**src/sv/hsfp_pkg.sv**
```systemverilog
`default_nettype none
// ----------------------------------------------------------------------------
// hsfp_pkg
// shared types and constants for the stick frame parser
// ----------------------------------------------------------------------------
package hsfp_pkg;

    localparam int          KEPT_DATA_BYTES_DEF = 8;
    localparam int          AXIS_BYTES          = 8;
    localparam logic [15:0] CRC_POLY            = 16'h1021;
    localparam logic [15:0] CRC_INIT            = 16'hFFFF;
    localparam logic [7:0]  HEAD_RESET          = 8'h55;

    typedef enum logic [2:0] {
        PH_HEAD   = 3'd0,
        PH_ID     = 3'd1,
        PH_LEN    = 3'd2,
        PH_DATA   = 3'd3,
        PH_CRC_LO = 3'd4,
        PH_CRC_HI = 3'd5
    } t_phase;

    typedef struct packed {
        logic               valid;
        logic               frame_ok;
        logic signed [15:0] axis_x1;
        logic signed [15:0] axis_y1;
        logic signed [15:0] axis_y2;
        logic signed [15:0] axis_x2;
        logic [7:0]         stick_state;
    } t_result;

endpackage
`default_nettype wire

```
**src/sv/hsfp_crc.sv**
```systemverilog
`default_nettype none
// ----------------------------------------------------------------------------
// hsfp_crc
// one-byte update of crc-16/ccitt-false, msb first
// ----------------------------------------------------------------------------
module hsfp_crc import hsfp_pkg::*; (
    input  wire logic [15:0] i_crc,
    input  wire logic [7:0]  i_byte,
    output logic      [15:0] o_crc
);

    always_comb begin
        logic [15:0] c;
        c = i_crc ^ {i_byte, 8'h00};
        for (int i = 0; i < 8; i++) begin
            if (c[15]) begin
                c = {c[14:0], 1'b0} ^ CRC_POLY;
            end else begin
                c = {c[14:0], 1'b0};
            end
        end
        o_crc = c;
    end

endmodule
`default_nettype wire

```
**src/sv/hsfp_parser.sv**
```systemverilog
`default_nettype none
// ----------------------------------------------------------------------------
// hsfp_parser
// frame state machine, data store, crc check and axis decode
// ----------------------------------------------------------------------------
module hsfp_parser import hsfp_pkg::*; #(
    parameter int KEPT_DATA_BYTES = KEPT_DATA_BYTES_DEF
) (
    input  wire logic       i_clk,
    input  wire logic       i_rst_n,
    input  wire logic       i_valid,
    input  wire logic [7:0] i_byte,
    input  wire logic       i_cfg_wr_en,
    input  wire logic [7:0] i_cfg_wr_data,
    output t_result         o_res
);

    localparam int IDX_W = (KEPT_DATA_BYTES > 1) ? $clog2(KEPT_DATA_BYTES) : 1;

    t_phase            r_phase, n_phase;
    logic [7:0]        r_head;
    logic [7:0]        r_len, n_len;
    logic [7:0]        r_cnt, n_cnt;
    logic [15:0]       r_crc, n_crc;
    logic [7:0]        r_rcv_lo, n_rcv_lo;
    logic [7:0]        r_store [KEPT_DATA_BYTES];
    logic [7:0]        r_last, n_last;
    logic [3:0][15:0]  r_axis, n_axis;
    logic [7:0]        r_stick, n_stick;

    logic              w_store_we;
    logic [15:0]       w_crc_in, w_crc_out;
    logic              w_ok;
    logic              w_done;

    assign w_crc_in = (r_phase == PH_ID || r_phase == PH_LEN || r_phase == PH_DATA)
                      ? r_crc : CRC_INIT;

    hsfp_crc u_crc (
        .i_crc  (w_crc_in),
        .i_byte (i_byte),
        .o_crc  (w_crc_out)
    );

    always_comb begin
        n_phase    = r_phase;
        n_len      = r_len;
        n_cnt      = r_cnt;
        n_crc      = r_crc;
        n_rcv_lo   = r_rcv_lo;
        n_last     = r_last;
        n_axis     = r_axis;
        n_stick    = r_stick;
        w_store_we = 1'b0;
        w_ok       = 1'b0;
        w_done     = 1'b0;
        case (r_phase)
            PH_ID: begin
                n_crc   = w_crc_out;
                n_phase = PH_LEN;
            end
            PH_LEN: begin
                n_crc   = w_crc_out;
                n_len   = i_byte;
                n_cnt   = 8'd0;
                n_phase = (i_byte != 8'd0) ? PH_DATA : PH_CRC_LO;
            end
            PH_DATA: begin
                n_crc      = w_crc_out;
                w_store_we = (r_cnt < 8'(KEPT_DATA_BYTES));
                n_last     = i_byte;
                n_cnt      = r_cnt + 8'd1;
                if (n_cnt >= r_len) begin
                    n_phase = PH_CRC_LO;
                end
            end
            PH_CRC_LO: begin
                n_rcv_lo = i_byte;
                n_phase  = PH_CRC_HI;
            end
            PH_CRC_HI: begin
                w_done  = 1'b1;
                w_ok    = ({i_byte, r_rcv_lo} == r_crc);
                n_phase = PH_HEAD;
                if (w_ok) begin
                    // negate each little-endian pair, 0x8000 wraps to itself
                    for (int k = 0; k < AXIS_BYTES / 2; k++) begin
                        n_axis[k] = 16'h0000 - {r_store[2*k+1], r_store[2*k]};
                    end
                    if (r_len != 8'd0) begin
                        n_stick = r_last;
                    end
                end
            end
            default: begin
                n_phase = PH_HEAD;
                if (i_byte == r_head) begin
                    n_crc   = w_crc_out;
                    n_phase = PH_ID;
                end
            end
        endcase
    end

    always_ff @(posedge i_clk) begin
        if (!i_rst_n) begin
            r_phase  <= PH_HEAD;
            r_head   <= HEAD_RESET;
            r_len    <= 8'd0;
            r_cnt    <= 8'd0;
            r_crc    <= CRC_INIT;
            r_rcv_lo <= 8'd0;
            r_last   <= 8'd0;
            r_axis   <= '0;
            r_stick  <= 8'd0;
            for (int j = 0; j < KEPT_DATA_BYTES; j++) begin
                r_store[j] <= 8'd0;
            end
        end else begin
            if (i_cfg_wr_en) begin
                r_head <= i_cfg_wr_data;
            end
            if (i_valid) begin
                r_phase  <= n_phase;
                r_len    <= n_len;
                r_cnt    <= n_cnt;
                r_crc    <= n_crc;
                r_rcv_lo <= n_rcv_lo;
                r_last   <= n_last;
                r_axis   <= n_axis;
                r_stick  <= n_stick;
                if (w_store_we) begin
                    r_store[r_cnt[IDX_W-1:0]] <= i_byte;
                end
            end
        end
    end

    always_comb begin
        o_res.valid       = i_valid && w_done;
        o_res.frame_ok    = w_ok;
        o_res.axis_x1     = n_axis[0];
        o_res.axis_y1     = n_axis[1];
        o_res.axis_y2     = n_axis[2];
        o_res.axis_x2     = n_axis[3];
        o_res.stick_state = n_stick;
    end

endmodule
`default_nettype wire

```
**src/sv/hall_stick_frame_parser_crc16.sv**
```systemverilog
`default_nettype none
// ----------------------------------------------------------------------------
// hall_stick_frame_parser_crc16
// serial frame parser with crc-16 check and joystick axis decode
// ----------------------------------------------------------------------------
// a held input word is parsed once the result slot is free; a frame result
//   shows on o_res_valid right after the edge that parses the checksum high byte
// throughput: one word per cycle unless stalled, set by the one-pass crc update
// reset: synchronous active low; clears parser state, data store, axes,
//   and restores head byte 0x55; no clearing pass is needed
// ----------------------------------------------------------------------------
module hall_stick_frame_parser_crc16 import hsfp_pkg::*; #(
    parameter int KEPT_DATA_BYTES = KEPT_DATA_BYTES_DEF
) (
    input  wire logic               i_clk,
    input  wire logic               i_rst_n,
    // received byte channel
    input  wire logic               i_rx_valid,
    output logic                    o_rx_stall,
    input  wire logic [7:0]         i_rx_byte,
    // head byte register
    input  wire logic               i_cfg_wr_en,
    input  wire logic [7:0]         i_cfg_wr_data,
    // result channel
    output logic                    o_res_valid,
    input  wire logic               i_res_stall,
    output logic                    o_frame_ok,
    output logic signed [15:0]      o_axis_x1,
    output logic signed [15:0]      o_axis_y1,
    output logic signed [15:0]      o_axis_y2,
    output logic signed [15:0]      o_axis_x2,
    output logic [7:0]              o_stick_state
);

    // input register stage
    logic       r_in_valid;
    logic [7:0] r_in_byte;

    // result register stage
    logic       r_out_valid;
    t_result    r_out;

    t_result    w_res;
    logic       w_out_ready;
    logic       w_proc;
    logic       w_accept;

    // result slot is free when empty or being drained this cycle
    assign w_out_ready = !r_out_valid || !i_res_stall;
    // the held word is parsed only when its possible result has a place to go
    assign w_proc      = r_in_valid && w_out_ready;
    assign o_rx_stall  = r_in_valid && !w_out_ready;
    assign w_accept    = i_rx_valid && !o_rx_stall;

    always_ff @(posedge i_clk) begin
        if (!i_rst_n) begin
            r_in_valid <= 1'b0;
        end else if (w_accept) begin
            r_in_valid <= 1'b1;
        end else if (w_proc) begin
            r_in_valid <= 1'b0;
        end
    end

    always_ff @(posedge i_clk) begin
        if (w_accept) begin
            r_in_byte <= i_rx_byte;
        end
    end

    hsfp_parser #(
        .KEPT_DATA_BYTES (KEPT_DATA_BYTES)
    ) u_parser (
        .i_clk         (i_clk),
        .i_rst_n       (i_rst_n),
        .i_valid       (w_proc),
        .i_byte        (r_in_byte),
        .i_cfg_wr_en   (i_cfg_wr_en),
        .i_cfg_wr_data (i_cfg_wr_data),
        .o_res         (w_res)
    );

    // result register, loaded only from a completed frame
    always_ff @(posedge i_clk) begin
        if (!i_rst_n) begin
            r_out_valid <= 1'b0;
        end else if (w_res.valid) begin
            r_out_valid <= 1'b1;
        end else if (!i_res_stall) begin
            r_out_valid <= 1'b0;
        end
    end

    always_ff @(posedge i_clk) begin
        if (w_res.valid) begin
            r_out <= w_res;
        end
    end

    assign o_res_valid   = r_out_valid;
    assign o_frame_ok    = r_out.frame_ok;
    assign o_axis_x1     = r_out.axis_x1;
    assign o_axis_y1     = r_out.axis_y1;
    assign o_axis_y2     = r_out.axis_y2;
    assign o_axis_x2     = r_out.axis_x2;
    assign o_stick_state = r_out.stick_state;

`ifndef SYNTHESIS
    // stall is raised only while a word is held
    a_stall_needs_word: assert property (@(posedge i_clk) disable iff (!i_rst_n)
        o_rx_stall |-> r_in_valid)
        else $error("stall without held word");

    // a result comes only from a parsed word
    a_res_from_proc: assert property (@(posedge i_clk) disable iff (!i_rst_n)
        w_res.valid |-> w_proc)
        else $error("result without parsed word");

    // a new result never overwrites one still waiting
    a_res_no_overwrite: assert property (@(posedge i_clk) disable iff (!i_rst_n)
        w_res.valid |-> (!r_out_valid || !i_res_stall))
        else $error("result overwrote pending word");

    // a word held under stall is still there on the next cycle
    a_held_word_stays: assert property (@(posedge i_clk) disable iff (!i_rst_n)
        o_rx_stall |=> r_in_valid && $stable(r_in_byte))
        else $error("held word lost");
`endif

endmodule
`default_nettype wire
```
**config.mk**
```make
export PLATFORM = sky130hd
export DESIGN_NAME = hall_stick_frame_parser_crc16
export DESIGN_NICKNAME = d
export VERILOG_FILES = /design/src/sv/hsfp_pkg.sv /design/src/sv/hsfp_crc.sv /design/src/sv/hsfp_parser.sv /design/src/sv/hall_stick_frame_parser_crc16.sv
export SDC_FILE = /design/constraint.sdc
export NUM_CORES = 1
export LEC_CHECK = 0
export BUFFER_PORTS_ARGS = -buffer_cell sky130_fd_sc_hd__buf_2
export CAP_MARGIN = 20
export CORE_AREA = 3 3 165 167
export DETAILED_ROUTE_END_ITERATION = 10
export DIE_AREA = 0 0 168 170
export PLACE_DENSITY = 0.68
export SYNTH_ARGS = -nofsm -noshare
export SYNTH_HDL_FRONTEND = slang
export SYNTH_SLANG_ARGS = --single-unit
export TNS_END_PERCENT = 20
```
**constraint.sdc**
```tcl
create_clock -name i_clk -period 7.25 [get_ports i_clk]
set_clock_uncertainty 0.05 [all_clocks]
set_input_delay 1.45 -clock i_clk [delete_from_list [all_inputs] [get_ports i_clk]]
set_output_delay 1.45 -clock i_clk [all_outputs]
set_load 0.01 [all_outputs]
```
==> key figures, run 1 <==
Worst setup path
  – Worst path required time: between 7 and 8 ns
  – Max FO, Critical Path: a little over 90
  – Crit path launch type: input port
  – CP Class: in2reg
  – Crit end category: flip-flop
  – Worst EP arrival: ~4.1 ns

Pwr
  – Peak VDD IR: about 0.19 mV
  – Sequential share of power: 51.0%
  – Clock power frac: 45.2%
  – Final Total Pwr: 3.34 mW
  – Pwr/cell area: approximately 230 nW/µm²
  – Reported net switching power: 0.701 mW
  – Lkg Pwr: 5.46 nW
  – Net Sw Frac: roughly a fifth
  – Internal power: about 2.6 mW
  – Logic pwr share: 3.8%

Clock network
  – Cts repair resizes: 0
  – CTS tree: built
  – Reg clk slew, reported paths: around 0.06 ns
  – Latest clock arrival within the worst-skew pair: roughly 0.54 ns
  – Cts bufs inserted: 30
  – Max Root-Sink Buffers: 3
  – Clk sinks: between 200 and 300
  – CTS H-tree lvls: 1
  – Cts-stage hold buffer count: 0
  – CTS root buffer: clkbuf_16
  – Post-CTS Setup Bufs: 0

Global route
  – GRT overflow: 0
  – Initial antenna violation count: 0
  – First-pass GRT wire length: around 43,000 µm
  – GRT Util Overall: approximately 18%
  – Largest net degree at the start of global routing: between 100 and 150
  – Vias in the first global route: approximately 8,400

Synth
  – Seq/Total Area, Yosys: ~54%
  – Synth Flop Type: edfxtp_1
  – EDFF count, synth: 145
  – Async SR Flop Fraction: 0%
  – Synthesized Nets: roughly 1,300
  – YS warnings: 0
  – Synth Cell Area: between 10,000 and 15,000 µm²
  – Avg Cell Area, Syn: just over 10 µm²
  – Synth unique cells: between 50 and 60
  – Synthesis-stage register bit count: about 280
  – Post-Syn Instances: 1,261

STA
  – Min cycle time layout: 3.91 ns
  – Final setup viols: 0
  – FMAX: between 200 and 300 MHz
  – Worst Hold Slack: about 0.40 ns
  – Slew Limit Fails: 0
  – Relative slew slack: 30.4%
  – Final period utilization: 54.0%
  – Final Hold Viols: 0
  – Final WS setup: around 3.3 ns
  – Setup tns final: 0 ns
  – RSZ-0062 raised after global routing: no
  – Slew at the pin closest to its max-slew limit: roughly 1 ns

Detailed routing
  – Drt pass-1 iters: 5
  – Number of vias per cell: 5.17
  – Remaining antenna violation count after routing: 0
  – 1st-iter DRT viols: a little under 500
  – DRC viols: 0
  – Via count: between 8,000 and 9,000
  – Wire per inst: roughly 16 µm
  – Drt total wl: 26,000 µm

Finish
  – Finished Cell Area: around 15,000 µm²
  – Area Growth Syn to Fin: 12.8%
  – Net count, final: ~1,400
  – Layout cells sized above 1: approximately 13%
  – Antenna cells: 0

Floorplanning
  – Row count: between 50 and 60
  – Die height: 170 µm
  – Core area: 25,900 µm²
  – DIE AREA: 28,600 µm²
  – Starting density of the core: about half
  – Io pins: 96
  – Die X: 168 µm

Placement
  – GP Congestion: just over 0.8
  – Dpl cell area: roughly 14,000 µm²
  – Number of buffers added on ports: between 90 and 100
  – Setup Slack @ Placement: roughly 2.8 ns
  – Post-DP HPWL: around 16,000 µm

Status
  – Status: finished, final reports clean

Worst hold path
  – Worst Hold Class: reg2reg

Run
  – Max-Cap Viols: 0
==> through the flow <==
| step | util, % | instances |
|---|---|---|
| after floorplan | - | 1261 |
| after global placement | 52.2 | 1618 |
| after detailed placement | 52.2 | 1618 |
| after CTS | 56.1 | 1674 |
| after global routing | 56.2 | 1675 |
| final | 56.2 | 1675 |
==> logic make-up after synthesis <==
group / after synthesis / share of synthesized area, %
and+or+nand+nor: 518 / 20.3
DFF: 278 / 54.4
AOI/OAI and AO/OA: 197 / 9.94
xor gates and xnor gates: 118 / 8.01
buffers and inverters: 102 / 3.33
muxes: 35 / 2.79
adders and majority gates: 13 / 1.26
==> registers in the layout, indices dropped and copies added (netlist names), 16 cells and up <==
name and flops:
u_parser.r_axis 64, u_parser.r_store 64, o_axis_x1 16, o_axis_x2 16
o_axis_y1 16, o_axis_y2 16, u_parser.r_crc 16
==> critical path, stage by stage <==
cell and delay (ns):
buf_4 0.67, nor2b_1 0.28, nand4bb_1 0.33, nor4b_1 0.89, nand2b_1 0.40
==> power groups by stage <==
| stage | registers (mW) | logic (mW) | clock network [mW] |
|---|---|---|---|
| final | 1.70 | 0.128 | 1.51 |
| after detailed placement | 1.73 | 0.128 | 0 |
| after CTS | 1.70 | 0.129 | 1.55 |
| after floorplan | 1.72 | 0.104 | 0 |
| after global routing | 1.70 | 0.142 | 1.62 |
| after global placement | 1.73 | 0.126 | 0 |
==> layout make-up <==
cell class	count	area [µm²]
fillers	2260	11400
flip-flops and latches	278	7020
multi-input cells	881	5480
clock buffers	41	843
repair buffers	105	573
well taps	335	419
clock inverters	15	149
inverters	20	75.1
==> layer usage <==
metal / routed length (µm) / part of all wire [%] / vias to the layer above / GRT usage [%]
met1: 11800 / 45 / 4056 / 24.2
met2: 12400 / 48 / 168 / 30.7
met5: 0 / 0 / - / 0
met3: 1160 / 4.5 / 47 / 2.74
met4: 600 / 2.3 / 0 / 5.30
li1: - / - / 4386 / -
==> cells in the final DEF, fill, tap and decap left out, types with 31 or more instances in the layout <==
master,n
buf_2,94
xor2_1,48
nand2_1,171
o21a_1,53
and2_1,112
nor2_1,97
o21ai_0,76
dfxtp_1,133
edfxtp_1,145
clkbuf_16,31
xnor2_1,70
==> Yosys cell counts (4+ instances only) <==
cell type | number | area share, %
a21boi_0 | 29 | 1.7
inv_1 | 20 | 0.58
o21ai_0 | 76 | 2.9
nand3b_1 | 4 | 0.23
xnor2_1 | 70 | 4.8
a22oi_1 | 5 | 0.29
a21oi_1 | 6 | 0.23
o211ai_1 | 15 | 0.87
nor2_1 | 98 | 2.9
and2_1 | 112 | 5.4
nand2b_1 | 10 | 0.48
nand2_1 | 172 | 5.0
nand3_1 | 14 | 0.54
mux2i_1 | 27 | 2.1
o21a_1 | 53 | 3.1
nor2b_1 | 30 | 1.5
dfxtp_1 | 133 | 21
or3_1 | 5 | 0.24
nand4_1 | 5 | 0.24
ha_1 | 13 | 1.3
nor3_1 | 19 | 0.74
and2_0 | 7 | 0.34
mux2_2 | 8 | 0.70
or4_1 | 8 | 0.47
clkbuf_1 | 61 | 1.8
nor4_1 | 15 | 0.73
buf_2 | 13 | 0.50
edfxtp_1 | 145 | 34
xor2_1 | 48 | 3.3
==> worst paths after layout <==
kind / slack [ns] / start / to / cells past startpoint
worst min-delay path: 0.40 / u_parser.r_axis[5]$_SDFFE_PN0P_ / u_parser.r_axis[5]$_SDFFE_PN0P_ / 2
worst max register to register: 3.85 / u_parser.r_phase[0]$_SDFFE_PN0P_ / u_parser.r_store[5][1]$_SDFFCE_PN0P_ / 5
worst max-delay path: 3.34 / i_rst_n / u_parser.r_store[4][6]$_SDFFCE_PN0P_ / 5
worst min register to register: 0.40 / u_parser.r_axis[5]$_SDFFE_PN0P_ / u_parser.r_axis[5]$_SDFFE_PN0P_ / 2
(Power assumes the default switching activity.)
==> run 2: changes to the inputs <==
ABC_AREA = 1   (was not set)
CORE_AREA = 3 3 166 168   (was 3 3 165 167)
DIE_AREA = 0 0 169 171   (was 0 0 168 170)
clock period = 3.9 ns   (was 7.25 ns; I/O delays follow)
==> run 2 against run 1 <==
Net effect:
- via count grew 21%
- non-clock buffer count grew 5
- design area grew 1.9%
- sequential power grew 90%
- largest cell class unchanged
==> key figures, run 2 <==
Placement
  – Post-DP HPWL: 19,900 µm (+21%)
  – GP Congestion: 0.879 (+8.3%)
  – Setup Slack @ Placement: 0.835 ns (-1.92 ns)
  – Number of buffers added on ports: 95 (unchanged)
  – Dpl cell area: 13,900 µm² (+2.4%)
  – Dpl cells: 1,988 (+23%)

Clock network
  – Cts bufs inserted: 29 (-3.3%)
  – Cts-stage hold buffer count: 0 (unchanged)
  – Clk sinks: 278 (unchanged)
  – CTS tree: built
  – CTS root buffer: clkbuf_16
  – Cts repair resizes: 0 (unchanged)
  – CTS H-tree lvls: 1 (unchanged)
  – Max Root-Sink Buffers: 3 (unchanged)
  – Post-CTS Setup Bufs: 0 (unchanged)
  – Reg clk slew, reported paths: 0.06 ns (about the same)
  – Latest clock arrival within the worst-skew pair: 0.55 ns (about the same)

Synth
  – Synth cell count leaders: nand2_1 (409), inv_1 (215), nor2_1 (189)
  – Avg Cell Area, Syn: 8.17 µm² (-20%)
  – Post-Syn Instances: 1,605 (+27%)
  – Leading area contributor after synthesis: edfxtp_1
  – Synthesis-stage register bit count: 278 (unchanged)
  – Top-count cell post-synth: nand2_1
  – Synth top area cells: edfxtp_1 (33%), dfxtp_1 (20%), nand2_1 (12%)
  – Synthesized Nets: 1,639 (+27%)
  – Seq/Total Area, Yosys: 53.5% (-0.90 points)
  – Async SR Flop Fraction: 0% (unchanged)
  – YS warnings: 0 (unchanged)
  – Synth Flop Type: edfxtp_1
  – Synth Cell Area: 13,100 µm² (+1.7%)
  – EDFF count, synth: 145 (unchanged)
  – Share of the synthesized area in the top cell type: 33.2% (-0.56 points)
  – Synth unique cells: 34 (-39%)

STA
  – Final WS setup: 0.885 ns (-2.45 ns)
  – Final period utilization: between 70 and 80%
  – Relative slew slack: 32.8% (+2.3 points)
  – Final Hold Viols: 0 (unchanged)
  – Slew Limit Fails: 0 (unchanged)
  – Min cycle time layout: approximately 3.0 ns
  – Setup tns final: 0 ns (unchanged)
  – Final setup viols: 0 (unchanged)
  – Worst Hold Slack: 0.357 ns (-0.0420 ns)
  – FMAX: about 330 MHz
  – RSZ-0062 raised after global routing: no
  – Slew at the pin closest to its max-slew limit: 1.01 ns (-0.0201 ns)

Global route
  – Initial antenna violation count: 0 (unchanged)
  – GRT overflow: 0 (unchanged)
  – Vias in the first global route: 9,913 (+18%)
  – First-pass GRT wire length: 48,300 µm (+14%)
  – GRT Util Overall: 20.3% (+2.3 points)
  – Largest net degree at the start of global routing: 115 (-5.0%)

Worst setup path
  – Slowest stage cell on the critical path: nor2_4
  – Top delay family on crit path: simple AND/OR/NAND/NOR gates
  – Crit-path most repeated cell: nand2_1
  – R2r setup slk: 0.89 ns (-2.96 ns)
  – CP Class: reg2reg
  – Crit path launch type: flip-flop
  – Reg2reg path depth: 11 (+6)
  – Worst Setup SP: r_in_byte[3]$_DFFE_PP_
  – CP Buf/Inv Count: 3 (+2)
  – Slowest stage delay, CP: 0.60 ns (-0.29 ns)
  – Crit end category: flip-flop
  – Max FO, Critical Path: 40 (-57%)
  – Worst EP arrival: 3.27 ns (-0.79 ns)
  – R2r endpoint: o_axis_y2[5]$_DFFE_PP_
  – R2R Path Start: r_in_byte[3]$_DFFE_PP_
  – Worst-path cell chain: inv_1 -> nand2_1 -> nand2_1 -> nand2_1 -> nor2_1 -> nand3_1 -> nor2_4 -> buf_12 -> nand2_1 -> o21ai_1 -> inv_1
  – Worst path required time: 4.15 ns (-3.25 ns)

Detailed routing
  – Wire per inst: 14.3 µm (-7.5%)
  – Via count: 10,500 (+21%)
  – Number of vias per cell: 5.12 (-1.0%)
  – DRC viols: 0 (unchanged)
  – Remaining antenna violation count after routing: 0 (unchanged)
  – Drt total wl: 29,300 µm (+13%)
  – 1st-iter DRT viols: 871 (+76%)
  – Drt pass-1 iters: 6 (+1)

Finish
  – Largest regs: u_parser.r_axis: 64 flops, u_parser.r_store: 64 flops
  – Area Growth Syn to Fin: 13.0%
  – Net count, final: 1,719 (+27%)
  – Most common cell after layout, fill and taps aside: nand2_1
  – Non-filler instance count after layout: 2,043 (+22%)
  – Commonest non-fill, non-tap cells in the layout: nand2_1 (409), inv_1 (215), nor2_1 (189)
  – Antenna cells: 0 (unchanged)
  – Layout cells sized above 1: 10.5% (-2.3 points)
  – Fin util: 56.9% (+0.74 points)
  – Filler cells: 2,409 (+6.6%)
  – Finished Cell Area: 14,800 µm² (+1.9%)

Floorplanning
  – DIE AREA: 28,900 µm² (+1.2%)
  – Die X: 169 µm (+0.60%)
  – Io pins: 96 (unchanged)
  – Row count: 59 (unchanged)
  – Starting density of the core: 50.3% (+0.55 points)
  – Core area: 26,100 µm² (+0.57%)
  – Die height: 171 µm (+0.59%)

Run
  – Max-Cap Viols: 0 (unchanged)

Worst hold path
  – Worst Hold Class: in2reg
  – Cell count of the worst hold path: 1 (-1)
  – Hold wc startpoint: i_rx_byte[6]
  – Min-Delay Endpoint: r_in_byte[6]$_DFFE_PP_

Status
  – Status: finished, final reports clean

Pwr
  – Lkg Pwr: 6.93 nW (+27%)
  – Pwr/cell area: 432 nW/µm² (+88%)
  – Final Total Pwr: 6.41 mW (+92%)
  – Peak VDD IR: 0.365 mV (+94%)
[run 2: changes by cell type after synthesis, moves of 69 or more]
cell and delta:
inv_1 +195, nand2_1 +237, and2_1 -111, a21oi_1 +70
nor2_1 +91, nand3_1 +69
[run 2: final cells by class]
cell class                      count  area [µm²]  area share (%)
Inverter                          219         822            5.54
Clock inverter                     15         158            1.06
Clock buffer                       39         783            5.28
Sequential cell                   278        7020            47.3
Multi-Input combinational cell   1047        5010            33.8
Timing Repair Buffer              110         621            4.18
Tap cell                          335         419            2.83
[run 2: report_power, final]
part	total [mW]	switching, mW	internal (mW)
sequential	3.23	0.0609	3.17
clock	2.71	1.11	1.61
combinational	0.465	0.312	0.154
[run 2: per-layer routing]
metal  wire length (µm)  global-route usage [%]
met5                  0                       0
met3               1630                    2.56
met1              13100                    26.7
met4                851                    6.56
met2              13700                    35.3
[run 2: logic make-up after synthesis]
family | Yosys count | synth area share [%]
AND/OR/NAND/NOR | 747 | 23.5
flip-flops | 278 | 53.5
XOR/XNOR | 54 | 3.61
adder cells (fa/ha/maj) | 13 | 1.24
AO/OA/AOI/OAI | 233 | 9.73
buffers and inverters | 280 | 8.45
[run 2: worst register-to-register path, delay by kind of cell, from the launching register on]
kind            cells  cell delay [ns]
flops               1             0.48
buf+inv             3             0.87
compound gates      1             0.13
simple gates        7             1.26
[run 2: how the worst max path moves through the flow]
stage                                         to  cells after the start  slack (ns)
6_report                  o_axis_y2[5]$_DFFE_PP_                     11        0.89
4_1_cts                   o_axis_y2[5]$_DFFE_PP_                     11        0.92
2_1_floorplan             o_axis_x1[0]$_DFFE_PP_                      6        0.39
3_3_place_gp   u_parser.r_rcv_lo[6]$_SDFFE_PN0P_                      8        0.88
3_5_place_dp   u_parser.r_rcv_lo[0]$_SDFFE_PN0P_                      8        0.84
5_1_grt                   o_axis_y2[5]$_DFFE_PP_                     11        0.66
